==> src/sv/set_assoc_cache_tag_lru_top_macros.svh <==
// ---------------------------------------------------------------------------
// Assertion macros for the set-associative tag/LRU block
// Shared concurrent-assertion shorthands, clocked on clk, off during reset.
// ---------------------------------------------------------------------------
`ifndef SET_ASSOC_CACHE_TAG_LRU_TOP_MACROS_SVH
`define SET_ASSOC_CACHE_TAG_LRU_TOP_MACROS_SVH

// same-cycle implication
`define SACTL_ASSERT_NOW(lbl, ante, cons, msg) \
  lbl: assert property (@(posedge clk) disable iff (!rst_n) (ante) |-> (cons)) else $error(msg);

// next-cycle implication
`define SACTL_ASSERT_NEXT(lbl, ante, cons, msg) \
  lbl: assert property (@(posedge clk) disable iff (!rst_n) (ante) |=> (cons)) else $error(msg);

`endif

==> src/sv/sactl_ram.sv <==
// ---------------------------------------------------------------------------
// sactl_ram
// Generic single-write, single-read RAM with registered read data.
// ---------------------------------------------------------------------------
module sactl_ram #(
  parameter int DATA_W = 8,
  parameter int DEPTH  = 16
) (
  input  logic                     clk,
  input  logic                     we,
  input  logic [$clog2(DEPTH)-1:0] waddr,
  input  logic [DATA_W-1:0]        wdata,
  input  logic [$clog2(DEPTH)-1:0] raddr,
  output logic [DATA_W-1:0]        rdata
);

  logic [DATA_W-1:0] mem [DEPTH];
  logic [DATA_W-1:0] rdata_r;

  // write port and registered read port
  always_ff @(posedge clk) begin
    if (we) begin
      mem[waddr] <= wdata;
    end
    rdata_r <= mem[raddr];
  end

  assign rdata = rdata_r;

endmodule

==> config.mk <==
export PLATFORM = sky130hd
export DESIGN_NAME = sactl_ram
export DESIGN_NICKNAME = d
export VERILOG_FILES = /design/src/sv/set_assoc_cache_tag_lru_top_macros.svh /design/src/sv/sactl_ram.sv
export SDC_FILE = /design/constraint.sdc
export NUM_CORES = 1
export LEC_CHECK = 0
export BUFFER_PORTS_ARGS = -buffer_cell sky130_fd_sc_hd__buf_2
export CORE_ASPECT_RATIO = 0.6
export CORE_MARGIN = 3
export CORE_UTILIZATION = 56
export DETAILED_ROUTE_END_ITERATION = 8
export PLACE_DENSITY_LB_ADDON = 0.1
export REMOVE_ABC_BUFFERS = 1
export SLEW_MARGIN = 0
export SYNTH_ARGS = -nofsm -noshare
export SYNTH_HDL_FRONTEND = slang
export SYNTH_SLANG_ARGS = --single-unit
==> constraint.sdc <==
create_clock -name clk -period 3.7 [get_ports clk]
set_input_delay 0.185 -clock clk [delete_from_list [all_inputs] [get_ports clk]]
set_output_delay 0.185 -clock clk [all_outputs]
set_load 0.01 [all_outputs]
==> metrics.txt <==
row count 26; Clock Pin Slew Worst Setup and Hold Paths 0.05 ns; CTS tree done; sequential share of power 49.0%; Hold Path Class in2reg; Die W 129.8 um; Clk pwr share 46.7%; CP delay by family, top simple AND/OR/NAND/NOR gates; fillers 544; final hold vios 0; DRC 0; DIE AREA 0.01042 mm^2; diodes inserted 0; final setup fails 0; commonest cells after routing, fill and taps aside edfxtp_1, buf_2, mux4_2; WL per Instance 24.71 um; reg2reg start mem[10][0]; Mapped Area 0.005147 mm^2; Setup Skew 0.008656 ns; synth warn 0; Syn Area/Cell 22.48 um^2; RSZ-0062 raised after global routing no; number of cells on the critical path 3; CP endpoint kind flop; Reg2Reg Depth 3; global-route wire length before repair 14970 um; Rel. slew slack 16.99%; Pwr per Cell Area 596.1 mW/mm^2; Seq cells post-synth 136; share of cells above drive strength 1 26.43%; PortBufs 25; fmax 566.1 MHz; initial antenna violation count 0; chip height 80.27 um; top cells by area, synth edfxtp_1, mux4_2, mux4_1, dfxtp_1, a22oi_1; maximum VDD drop 0.3779 mV; final instance area 0.005939 mm^2; Critical Path Start waddr[2]; core area 0.008718 mm^2; setup TNS 0 ns; Slew @ Worst Pin 1.236 ns; CP endpoint mem[0][2]; Worst Setup Start Kind input pin; Slew Limit Fails 0; Crit-path slowest cell nor3_1; status complete, no violations; Worst R2R End rdata[0]; critical path data required time 3.72 ns; Final Routed Wirelength 9687 um; Vias/cell 6.171; DR iter-0 viols 355; Tot GR Track Use 21.31%; Comb pwr share 4.3%; post-route ant nets 0; critical path buffer and inverter count 1; Psw 680.1 uW; clock root cell clkbuf_16; Clock Path Buffers 2; Pre-antenna DRT Iters 5; routed via count 2419; max cap viols 0; number of global-route vias before repair 2439; switching share of power 19.21%; crit path cell chain buf_2 > or3b_2 > nor3_1; CP Max Fanout 8; post-place instance area 0.005356 mm^2; cts hold-fix bufs 0; DP HPWL 5822 um; total clock sinks 136; setup bufs post-CTS 0; routability cong. 0.8234; Tmin final 1.767 ns; Yosys cell types 19; post-synthesis sequential area ratio 77.78%; Syn Inst Count 229; max incr delay on CP 0.96 ns; worst setup margin 1.934 ns; # IOs 26; Int Pwr 2861 uW; Leak 0.001997 uW; Area Overhead vs Synth 15.39%; fin nets 285; critical setup path kind in2reg; fin crit share 47.74%; largest net degree at the start of global routing 33; commonest non-fill, non-tap cell in the layout edfxtp_1; later-pin clock latency in the skew report 0.41 ns; CTS buffer count 17; leading area contributor after synthesis edfxtp_1; Post-CTS Resized 0; Overflow after GRT 0; flop2flop setup slack 2.32 ns; top cell type's share of synthesized area 74.67%; H-Tree Depth 4; pre-CTS setup slack 1.473 ns; initial core utilization 59.04%; critical path arrival 1.78 ns
-- through the flow --
step           cells  hold slack (ns)  total power [uW]  utilization, %
2_1_floorplan    219           0.2839              1836               -
3_3_place_gp     360           0.5804              1915           61.44
3_5_place_dp     360           0.5789              1919           61.44
4_1_cts          392           0.1430              3568           68.13
5_1_grt          392           0.1535              3658           68.13
6_report         392           0.1560              3541           68.13
-- power groups by stage --
stage / sequential [uW] / clock [uW] / combinational, uW
after global placement: 1760 / 0 / 151
after floorplan: 1770 / 0 / 69.0
final: 1730 / 1650 / 153
after CTS: 1730 / 1680 / 155
after detailed placement: 1760 / 0 / 154
after global routing: 1740 / 1750 / 169
-- kinds of logic after synthesis --
family / share of synthesized area, %
AO/OA/AOI/OAI: 2.334
flip-flops: 77.78
multiplexers: 15.02
AND/OR/NAND/NOR: 3.184
buffers and inverters: 1.677
-- worst min-delay path by stage --
stage	from	to	slack [ns]	cells after the start
6_report	wdata[6]	mem[9][6]	0.16	1
5_1_grt	wdata[6]	mem[2][6]	0.15	1
4_1_cts	wdata[6]	mem[9][6]	0.14	1
3_5_place_dp	rdata[1]	rdata[1]	0.58	1
3_3_place_gp	wdata[6]	mem[7][6]	0.58	1
2_1_floorplan	wdata[0]	mem[0][0]	0.28	0
-- worst register-to-register path, cell delays in order (launching register included) --
cell	delay [ns]
edfxtp_1	0.38
mux4_2	0.47
a22oi_1	0.33
nand2_1	0.08
-- final cells by class --
type | count | area (um^2) | share of cell area, %
Clock inverter | 8 | 121.4 | 2.043
Tap cell | 112 | 140.1 | 2.359
Timing Repair Buffer | 29 | 155.1 | 2.612
Sequential cell | 136 | 4004 | 67.41
Clock buffer | 24 | 461.7 | 7.773
Multi-Input combinational cell | 83 | 1057 | 17.80
-- cell usage after synthesis --
library cell / n
a22oi_1: 16
and2_1: 1
and2b_1: 1
buf_2: 3
buf_4: 1
buf_6: 3
clkdlybuf4s25_2: 3
dfxtp_1: 8
edfxtp_1: 128
mux4_1: 14
mux4_2: 18
nand2_1: 9
nand2b_1: 2
nand3_1: 1
nand3b_1: 2
nor2_1: 13
nor2b_1: 1
nor3_1: 4
or3b_2: 1
-- state kept, by name, indices dropped and copies added (netlist names) --
register  cells
mem         128
rdata         8
-- per-layer routing --
metal | vias to the layer above | wire length [um] | global-route usage (%)
met4 | 0 | 156 | 8.091
met2 | 102 | 4298 | 29.29
li1 | 1051 | - | -
met5 | - | 0 | 0
met3 | 18 | 619 | 6.977
met1 | 1248 | 4613 | 32.00
Note: power is estimated with default switching activity, not from simulation.
