[config.mk]
export PLATFORM = sky130hd
export DESIGN_NAME = sactl_way_sel
export DESIGN_NICKNAME = d
export VERILOG_FILES = /design/src/sv/set_assoc_cache_tag_lru_top_macros.svh /design/src/sv/sactl_pkg.sv /design/src/sv/sactl_way_sel.sv
export SDC_FILE = /design/constraint.sdc
export NUM_CORES = 1
export LEC_CHECK = 0
export ABC_AREA = 0
export BUFFER_PORTS_ARGS = -buffer_cell sky130_fd_sc_hd__buf_4
export CAP_MARGIN = 20
export CORE_MARGIN = 2
export CORE_UTILIZATION = 39
export DETAILED_ROUTE_END_ITERATION = 6
export GPL_TIMING_DRIVEN = 0
export PLACE_DENSITY = 0.77
export SYNTH_ARGS = -nofsm -noshare
export SYNTH_HDL_FRONTEND = slang
export SYNTH_SLANG_ARGS = --single-unit
[constraint.sdc]
create_clock -name vclk -period 12.2
set_input_delay 3.05 -clock vclk [all_inputs]
set_output_delay 3.05 -clock vclk [all_outputs]
set_load 0.05 [all_outputs]
[src/sv/set_assoc_cache_tag_lru_top_macros.svh]
// ---------------------------------------------------------------------------
// Assertion macros for the set-associative tag/LRU block
// Shared concurrent-assertion shorthands, clocked on clk, off during reset.
// ---------------------------------------------------------------------------
`ifndef SET_ASSOC_CACHE_TAG_LRU_TOP_MACROS_SVH
`define SET_ASSOC_CACHE_TAG_LRU_TOP_MACROS_SVH

// same-cycle implication
`define SACTL_ASSERT_NOW(lbl, ante, cons, msg) \
  lbl: assert property (@(posedge clk) disable iff (!rst_n) (ante) |-> (cons)) else $error(msg);

// next-cycle implication
`define SACTL_ASSERT_NEXT(lbl, ante, cons, msg) \
  lbl: assert property (@(posedge clk) disable iff (!rst_n) (ante) |=> (cons)) else $error(msg);

`endif

[src/sv/sactl_pkg.sv]
// ---------------------------------------------------------------------------
// sactl_pkg
// Geometry, row layout and register codes of the set-associative tag/LRU block.
// ---------------------------------------------------------------------------
package sactl_pkg;

  localparam int ADDR_BITS   = 32;
  localparam int SETS        = 16;
  localparam int WAYS        = 4;
  localparam int BLOCK_BYTES = 8;

  localparam int OFF_BITS  = $clog2(BLOCK_BYTES);
  localparam int SET_BITS  = $clog2(SETS);
  localparam int WAY_BITS  = $clog2(WAYS);
  localparam int TAG_BITS  = ADDR_BITS - OFF_BITS - SET_BITS;
  localparam int LINES     = SETS * WAYS;
  localparam int STAMP_W   = 32;
  localparam int CNT_W     = 32;
  localparam int COST_W    = 8;

  // configuration register indexes
  localparam logic CFG_HIT_COST     = 1'b0;
  localparam logic CFG_MISS_PENALTY = 1'b1;

  localparam logic [COST_W-1:0] HIT_COST_RST     = 8'd1;
  localparam logic [COST_W-1:0] MISS_PENALTY_RST = 8'd100;

  // one way of a set row in the tag memory
  typedef struct packed {
    logic [TAG_BITS-1:0] tag;
    logic [STAMP_W-1:0]  stamp;
  } way_ent_t;

  typedef way_ent_t [WAYS-1:0] row_t;

  localparam int ROW_W = $bits(row_t);

  // lookup outcome handed from the way selector to the top
  typedef struct packed {
    logic                hit;
    logic [WAY_BITS-1:0] way;
  } sel_t;

endpackage

[src/sv/sactl_way_sel.sv]
// ---------------------------------------------------------------------------
// sactl_way_sel
// Tag compare across the ways of one set and LRU victim choice.
// ---------------------------------------------------------------------------
module sactl_way_sel (
  input  sactl_pkg::row_t                    row,
  input  logic [sactl_pkg::WAYS-1:0]         valid,
  input  logic [sactl_pkg::TAG_BITS-1:0]     tag,
  output sactl_pkg::sel_t                    sel
);
  import sactl_pkg::*;

  logic                hit;
  logic [WAY_BITS-1:0] hit_way;
  logic                have_inv;
  logic [WAY_BITS-1:0] inv_way;
  logic [WAY_BITS-1:0] lru_way;
  logic [STAMP_W-1:0]  lru_stamp;

  // find the lowest valid way holding the tag
  always_comb begin
    hit     = 1'b0;
    hit_way = '0;
    for (int w = 0; w < WAYS; w++) begin
      if (!hit && valid[w] && (row[w].tag == tag)) begin
        hit     = 1'b1;
        hit_way = WAY_BITS'(w);
      end
    end
  end

  // first invalid way, else oldest stamp with the lowest way on ties
  always_comb begin
    have_inv  = 1'b0;
    inv_way   = '0;
    lru_way   = '0;
    lru_stamp = row[0].stamp;
    for (int w = 0; w < WAYS; w++) begin
      if (!have_inv && !valid[w]) begin
        have_inv = 1'b1;
        inv_way  = WAY_BITS'(w);
      end
      if (row[w].stamp < lru_stamp) begin
        lru_stamp = row[w].stamp;
        lru_way   = WAY_BITS'(w);
      end
    end
  end

  always_comb begin
    sel.hit = hit;
    priority if (hit) begin
      sel.way = hit_way;
    end else if (have_inv) begin
      sel.way = inv_way;
    end else begin
      sel.way = lru_way;
    end
  end

endmodule

==> results of run 1 <==
path summary, 6_finish.rpt:
check      from      to  slack [ns]  depth (start not counted)
max     row[27]  sel[1]        0.13                         30
min    valid[0]  sel[0]        6.68                          6
per-stage QoR:
stage          std cells  utilization, %
2_1_floorplan        586               -
3_3_place_gp         983            59.4
3_5_place_dp         983            59.4
4_1_cts             1004            62.4
5_1_grt             1011            64.4
6_report            1011            64.4
power by group through the flow:
stage               Clock (mW)  Sequential, mW  Combinational [mW]
global placement             0               0               0.310
floorplan                    0               0               0.188
detailed placement           0               0               0.316
finish                       0               0               0.370
global route                 0               0               0.405
CTS                          0               0               0.347
critical path: cells and delay by family:
kind / cells / cell delay, ns
AO/OA/AOI/OAI: 13 / 2.15
multiplexers: 1 / 0.33
AND/OR/NAND/NOR: 6 / 1.76
adder cells (fa/ha/maj): 3 / 0.83
buffers and inverters: 7 / 0.89
synthesized netlist by cell type (2+ instances only):
cell type   n  share of area [%]
a211oi_1    3               0.52
a21o_1     14                2.4
nand2_1    18                1.6
or4_1       2               0.35
a31oi_1     3               0.44
and4_1      4               0.81
a21oi_1    63                7.3
ha_1       93                 27
o211ai_1    3               0.52
buf_6       3               0.78
clkbuf_1    3               0.26
inv_1      70                6.1
o21a_1      4               0.70
o21ai_0    17                2.0
mux2_2     27                7.1
o31ai_1     5               0.87
and3_1      2               0.29
xor2_1     40                8.1
buf_2       6               0.70
a211o_1     5                1.0
nor4_1     14                2.0
mux2_4      4                1.4
nor2_1     43                3.7
nand3_1    13                1.5
a221o_1     4               0.93
nand4_1    39                5.7
xnor2_1    60                 12
nor3_1      9                1.0
nand2b_1    3               0.44
timing repair:
action / CTS / global route
gates resized for setup: 35 / 33
pin swaps: 16 / 21
hold buffers: 0 / 0
endpoints found under the setup margin: 2 / 2
setup buffers: 20 / 7
gates cloned: 1 / 0
logic make-up after synthesis:
kind of cell               Yosys count  synth area share [%]
AOI/OAI and AO/OA                  128                  18.1
xor gates and xnor gates           100                  20.3
adders and majority gates           93                  27.0
buffers and inverters               83                  8.02
muxes                               31                  8.45
and+or+nand+nor                    151                  18.1
layer usage:
layer	GRT usage [%]	vias to the layer above	part of all wire (%)	routed length [um]
met5	0	-	0	0
met4	10.3	0	3.9	659
met3	3.71	43	7.4	1250
met2	53.1	223	54	9150
met1	26.8	2416	34	5780
li1	-	2694	-	-
cell usage in the layout (no fill, tap or decap), types with 4 or more instances in the layout:
| cell type | instances |
|---|---|
| a211o_1 | 5 |
| a21o_1 | 14 |
| a21oi_1 | 46 |
| a21oi_2 | 17 |
| a221o_1 | 4 |
| buf_4 | 280 |
| buf_6 | 7 |
| buf_8 | 5 |
| ha_1 | 88 |
| ha_4 | 5 |
| inv_1 | 68 |
| mux2_2 | 26 |
| mux2_4 | 5 |
| nand2_1 | 18 |
| nand3_1 | 13 |
| nand4_1 | 39 |
| nor2_1 | 43 |
| nor3_1 | 8 |
| nor4_1 | 12 |
| o21a_1 | 4 |
| o21ai_0 | 14 |
| xnor2_1 | 60 |
| xor2_1 | 40 |
cell type report:
class	instances	area [um2]	area share, %
Timing Repair Buffer	285	2170	31.3
Multi-Input combinational cell	503	4200	60.4
Inverter	70	263	3.78
Tap cell	140	175	2.52
Buffer	13	139	2.00
==> flow_metrics.tcl, run 1 <==
set metrics [dict create \
    grt_use_total_pct 26.4 \
    synth_warnings 0 \
    critPathMaxFanout 6 \
    diodes 0 \
    post-place-ws_ns -0.615 \
    setup_tns_ns 0 \
    port_buffers 257 \
    start_util_pct 39.9 \
    nClkBuffers 0 \
    ios 260 \
    cp.required_ns 9.15 \
    power.total_mw 0.370 \
    die_h_um 109 \
    cp-end-kind "output pin" \
    setup_viol 0 \
    first_pass_iters 4 \
    n_fill_cell 947 \
    p_sw_mw 0.172 \
    drc 0 \
    grt_pass1_vias 5379 \
    finalCritPeriodShare_pct 99.0 \
    seq_area_um2 0 \
    gp_congestion 0.895 \
    drt_first_iter_violations 259 \
    yosysSeqAreaShare_pct 0 \
    outcome "completed" \
    die_area_um2 11900 \
    nets 1223 \
    slew_viol_final 0 \
    num_rows 38 \
    max_slew_margin_pct 58.7 \
    worstMarginPinSlew_ns 0.614 \
    synthCells 586 \
    seq_cell_count 0 \
    vias 5376 \
    power_frac_comb_pct 100.0 \
    grt_max_degree 11 \
    layout-drive-gt1-share_pct 42.1 \
    totalWireLength_mm 16.8 \
    criticalPathCategory "input port to output pin" \
    critPathSlowestCell "or4_4" \
    start_kind "input port" \
    seq_power_share_pct 0 \
    vias_per_cell 5.32 \
    synth_fp_nets 936 \
    p_leak_nw 3.54 \
    final.setup.worst_slack_ns 0.127 \
    wire_per_inst_um 16.6 \
    syn2layout_area_growth_pct 61.4 \
    grt_pass1_wl_mm 24.7 \
    min_path_type "input port to output pin" \
    dieWidth_um 109 \
    maxCapViolations 0 \
    core-area_um2 10800 \
    synth_area_per_cell_um2 7.35 \
    power_frac_clock_pct 0 \
    sw_frac_of_total_pct 46.5 \
    netlist_area_um2 4310 \
    arrival_ns 9.02 \
    timing.fmax_ghz 0.0828 \
    intPower_mw 0.198 \
    max_stage_delay_ns 0.57 \
    final_antenna_net_count 0 \
    post-dp-hpwl_mm 14.3 \
    place_area_um2 6410 \
    fin_area_um2 6950 \
    whs_ns 6.68 \
    hold_viol 0 \
    finalCriticalPeriod_ns 12.07 \
    overflow 0 \
    irDropWorstVdd_mv 0.0252 \
    grt_antenna_before_repair 0 \
    powerDensity_nw_per_um2 53.2 \
    synthDistinctLibCells 41 \
]
Note: power is estimated with default switching activity, not from simulation.
==> inputs of run 2 (changes only) <==
- CORE_ASPECT_RATIO: unset -> 0.6
==> run 2 against run 1 <==
  * The flow now finishes with violations (setup timing)
  * Critical path depth is 3 higher
  * Combinational power is 3% higher
  * Worst setup slack worse by 0.14 ns
  * Worst hold slack worse by 0.014 ns
  * Final area is 0.81% higher
  * Final cell count hardly changed
  * Maximum frequency is 1.2% lower
  * Die area is 0.23% higher
  * Sequential share of layout area stayed put
  * Core utilization is 1.3 points higher
  * Flip-flop and latch count stayed put
  * Critical path type unchanged
  * Critical endpoint unchanged
==> flow_metrics.tcl, run 2 (same netlist as run 1, synthesis figures left out) <==
set metrics [dict create \
    mostFrequentLayoutCells "buf_4, ha_1, inv_1" \
    sw_frac_of_total_pct 48.4 \
    cp.buffers_inverters 8 \
    totalWireLength_mm 18.8 \
    hold_buffers 0 \
    finalCritPeriodShare_pct 100 \
    vias_per_cell 5.47 \
    critical-path-top-delay-family "compound AO/OA/AOI/OAI gates" \
    overflow 0 \
    timing.fmax_ghz 0.0819 \
    outcome "finished, violations left" \
    rsz0062_at_grt "yes" \
    max_stage_delay_ns 0.39 \
    first_pass_iters 4 \
    hold_depth 6 \
    fin_util_pct 65.7 \
    irDropWorstVdd_mv 0.0376 \
    grt_pass1_vias 5154 \
    cp-end-kind "output pin" \
    post-dp-hpwl_mm 15.7 \
    place_inst 982 \
    core-area_um2 10700 \
    final_cell_count_no_fill 1012 \
    nets 1225 \
    powerDensity_nw_per_um2 54.4 \
    syn2layout_area_growth_pct 62.7 \
    seq_power_share_pct 0 \
    violations "setup timing" \
    grt_pass1_wl_mm 27.1 \
    wire_per_inst_um 18.5 \
    drc 0 \
    port_buffers 257 \
    hold_viol 0 \
    power_frac_clock_pct 0 \
    grt_antenna_before_repair 0 \
    start_kind "input port" \
    finalCriticalPeriod_ns 12.22 \
    vias 5539 \
    cp.required_ns 9.15 \
    power_frac_comb_pct 100.0 \
    die_h_um 85.4 \
    slew_viol_final 0 \
    drt_first_iter_violations 341 \
    place_area_um2 6410 \
    seq_area_um2 0 \
    critPathMaxFanout 7 \
    intPower_mw 0.197 \
    die_area_um2 11900 \
    nClkBuffers 0 \
    setup_viol 1 \
    min_path_type "input port to output pin" \
    criticalPathCategory "input port to output pin" \
    layout-drive-gt1-share_pct 43.3 \
    crit_cells 33 \
    n_fill_cell 972 \
    diodes 0 \
    final_antenna_net_count 0 \
    final_common_cell "buf_4" \
    start_util_pct 40.4 \
    arrival_ns 9.17 \
    worstMarginPinSlew_ns 0.788 \
    final.setup.worst_slack_ns -0.0169 \
    grt_max_degree 11 \
    num_rows 29 \
    p_sw_mw 0.184 \
    dieWidth_um 140 \
    critPathSlowestCell "a221o_1" \
    fin_area_um2 7010 \
    p_leak_nw 3.56 \
    maxCapViolations 0 \
    max_slew_margin_pct 47.0 \
    gp_congestion 0.983 \
    seq_cell_count 0 \
    ios 260 \
    grt_use_total_pct 28.5 \
]
[run 2: changes by cell type in the layout (fill, tap and decap cells not counted), moves of 2 or more]
| cell | delta |
|---|---|
| o21ai_1 | -2 |
| nor2_2 | +2 |
| o31ai_1 | -2 |
| ha_4 | -2 |
| a21oi_1 | -2 |
| a21oi_2 | +2 |
| buf_4 | +4 |
| nor2_4 | +2 |
| nor2_1 | -4 |
[run 2: final timing paths]
check | start | endpoint
setup / recovery | row[1] | sel[1]
hold / removal | valid[0] | sel[0]
[run 2: cell type report]
type               instances  area [um2]  share of cell area [%]
repair buffers           287        2170                    31.0
multi-input cells        503        4250                    60.7
well taps                139         174                    2.48
inverters                 70         265                    3.79
plain buffers             13         148                    2.11
[run 2: stage by stage]
step	setup TNS [ns]	hold WS (ns)	total power, mW	worst slack [ns]
after detailed placement	-1.33	6.68	0.320	-0.675
after global routing	-0.325	6.72	0.413	-0.171
after CTS	0	6.67	0.345	0.000116
final	-0.0169	6.67	0.381	-0.0169
after floorplan	0	6.47	0.188	0.143
after global placement	-1.21	6.69	0.317	-0.610
[run 2: per-layer routing]
metal | vias to the layer above | part of all wire, % | track usage [%]
met3 | 34 | 10 | 5.64
met1 | 2527 | 48 | 44.6
met4 | 0 | 1.9 | 3.73
met5 | - | 0 | 0
met2 | 275 | 40 | 40.2
li1 | 2703 | - | -
[run 2: tightest hold or removal path, delay by kind of cell]
family | cells | cell delay (ns)
simple gates | 1 | 0.07
compound gates | 3 | 0.20
buf+inv | 2 | 0.30
[run 2: power groups by stage]
stage	Combinational [mW]	Sequential, mW	Clock [mW]
6_report	0.381	0	0
5_1_grt	0.413	0	0
4_1_cts	0.345	0	0
3_5_place_dp	0.320	0	0
3_3_place_gp	0.317	0	0
2_1_floorplan	0.188	0	0
[run 2: timing repair]
action / in CTS / in global routing
gates resized for setup: 31 / 53
setup buffers: 17 / 13
gates cloned: 0 / 0
endpoints found under the setup margin: 2 / 2
pin swaps: 14 / 38
==> inputs of run 3 (changes only) <==
- CORE_ASPECT_RATIO: 0.6 -> 0.7
==> run 3 against run 2 <==
  * The run still ends with setup timing left
  * Sequential share of layout area is the same
  * Combinational power grew 3%
  * Via count shrank 1.5%
  * Final cell count grew 1.2%
  * Global-route usage shrank 1.9 points
  * Count of clock-buffer cells in the layout is the same
  * Worst hold slack lost 0.0025 ns
  * Core utilization grew 0.31 points
  * Total power grew 2.7%
  * Critical endpoint unchanged
  * Largest power group unchanged
==> flow_metrics.tcl, run 3 (same netlist as run 1, synthesis figures left out) <==
set metrics [dict create \
    outcome "finished, violations left" \
    violations "setup timing" \
    overflow 0 \
    grt_use_total_pct 26.6 \
    place_inst 996 \
    totalWireLength_mm 18.1 \
    crit_top_cell "buf_4" \
    setup_viol 1 \
    max_slew_margin_pct 62.3 \
    finalCritPeriodShare_pct 100 \
    hold_viol 0 \
    setup_tns_ns -0.0167 \
    grt_pass1_vias 4909 \
    fin_area_um2 7190 \
    nets 1223 \
    final_cell_count_no_fill 1024 \
    start_util_pct 39.6 \
    wire_per_inst_um 17.7 \
    post-place-ws_ns -0.638 \
    seq_area_um2 0 \
    sw_frac_of_total_pct 47.4 \
    hold_depth 6 \
    ios 260 \
    diodes 0 \
    power.total_mw 0.391 \
    cp-end-kind "output pin" \
    whs_ns 6.67 \
    post-dp-hpwl_mm 14.5 \
    grt_max_degree 11 \
    intPower_mw 0.206 \
    die_area_um2 11900 \
    seq_cell_count 0 \
    finalCriticalPeriod_ns 12.22 \
    grt_antenna_before_repair 0 \
    dieWidth_um 130 \
    final.setup.worst_slack_ns -0.0167 \
    wl_met2_mm 7.80 \
    die_h_um 91.9 \
    final_common_cell "buf_4" \
    core-area_um2 10900 \
    worstMarginPinSlew_ns 0.561 \
    syn2layout_area_growth_pct 66.9 \
    maxCapViolations 0 \
    num_rows 32 \
    criticalPathCategory "input port to output pin" \
    start_kind "input port" \
    drc 0 \
    critPathSlowestCell "nor4_4" \
    rsz0062_at_grt "yes" \
    port_buffers 257 \
    final_antenna_net_count 0 \
    gp_congestion 0.949 \
    cp.required_ns 9.15 \
    p_leak_nw 3.58 \
    layout-drive-gt1-share_pct 43.9 \
    max_stage_delay_ns 0.42 \
    nClkBuffers 0 \
    power_frac_comb_pct 100.0 \
    top_layer_used "met4" \
    wl_met1_mm 8.51 \
    seq_power_share_pct 0 \
    met3WireLength_mm 1.56 \
    critPathMaxFanout 8 \
    vias_per_cell 5.33 \
    timing.fmax_ghz 0.0819 \
    first_pass_iters 4 \
    powerDensity_nw_per_um2 54.4 \
    fin_util_pct 66.0 \
    p_sw_mw 0.185 \
    min_path_type "input port to output pin" \
    drt_first_iter_violations 333 \
    place_area_um2 6430 \
    vias 5458 \
    mostFrequentLayoutCells "buf_4, ha_1, inv_1" \
    grt_pass1_wl_mm 25.1 \
    hold_buffers 0 \
    slew_viol_final 0 \
    irDropWorstVdd_mv 0.0292 \
    arrival_ns 9.17 \
    power_frac_clock_pct 0 \
]
==> run 3: changes by cell type in the layout (fill, tap and decap cells not counted), moves of 3 or more <==
cell and delta:
ha_4 +10, ha_1 -10, o21ai_1 +3, a21oi_2 -9, nor2_1 +3, buf_4 -3
a21oi_4 +9
==> run 3: power by group through the flow <==
| stage | logic [mW] | clock network [mW] | registers [mW] |
|---|---|---|---|
| floorplan | 0.188 | 0 | 0 |
| global placement | 0.311 | 0 | 0 |
| detailed placement | 0.314 | 0 | 0 |
| CTS | 0.342 | 0 | 0 |
| global route | 0.425 | 0 | 0 |
| finish | 0.391 | 0 | 0 |
==> run 3: area by class of cell <==
class	count	area [um2]
multi-input combinational	503	4410
inverter	70	265
tap	153	191
buffer	13	148
fill	923	3700
timing repair buffer	285	2180
==> run 3: final timing paths <==
path	endpoint	slack, ns	from
worst max-delay path	sel[1]	-0.02	row[25]
worst min-delay path	sel[0]	6.67	row[171]
==> run 3: layer usage <==
| metal | global-route usage [%] | up-vias |
|---|---|---|
| li1 | - | 2690 |
| met4 | 1.79 | 0 |
| met5 | 0 | - |
| met2 | 40.0 | 252 |
| met3 | 3.73 | 22 |
| met1 | 41.3 | 2494 |
==> run 3: what timing repair did <==
item	in CTS	in global routing
resized for setup	38	59
setup endpoints to repair	2	2
buffers inserted	16	12
pin swaps	13	38
==> run 3: worst max-delay path, delay by kind of cell <==
family | cells | cell delay [ns]
AOI/OAI and AO/OA | 13 | 2.55
and+or+nand+nor | 4 | 1.12
buffers and inverters | 9 | 1.22
adders and majority gates | 3 | 0.90
muxes | 1 | 0.32
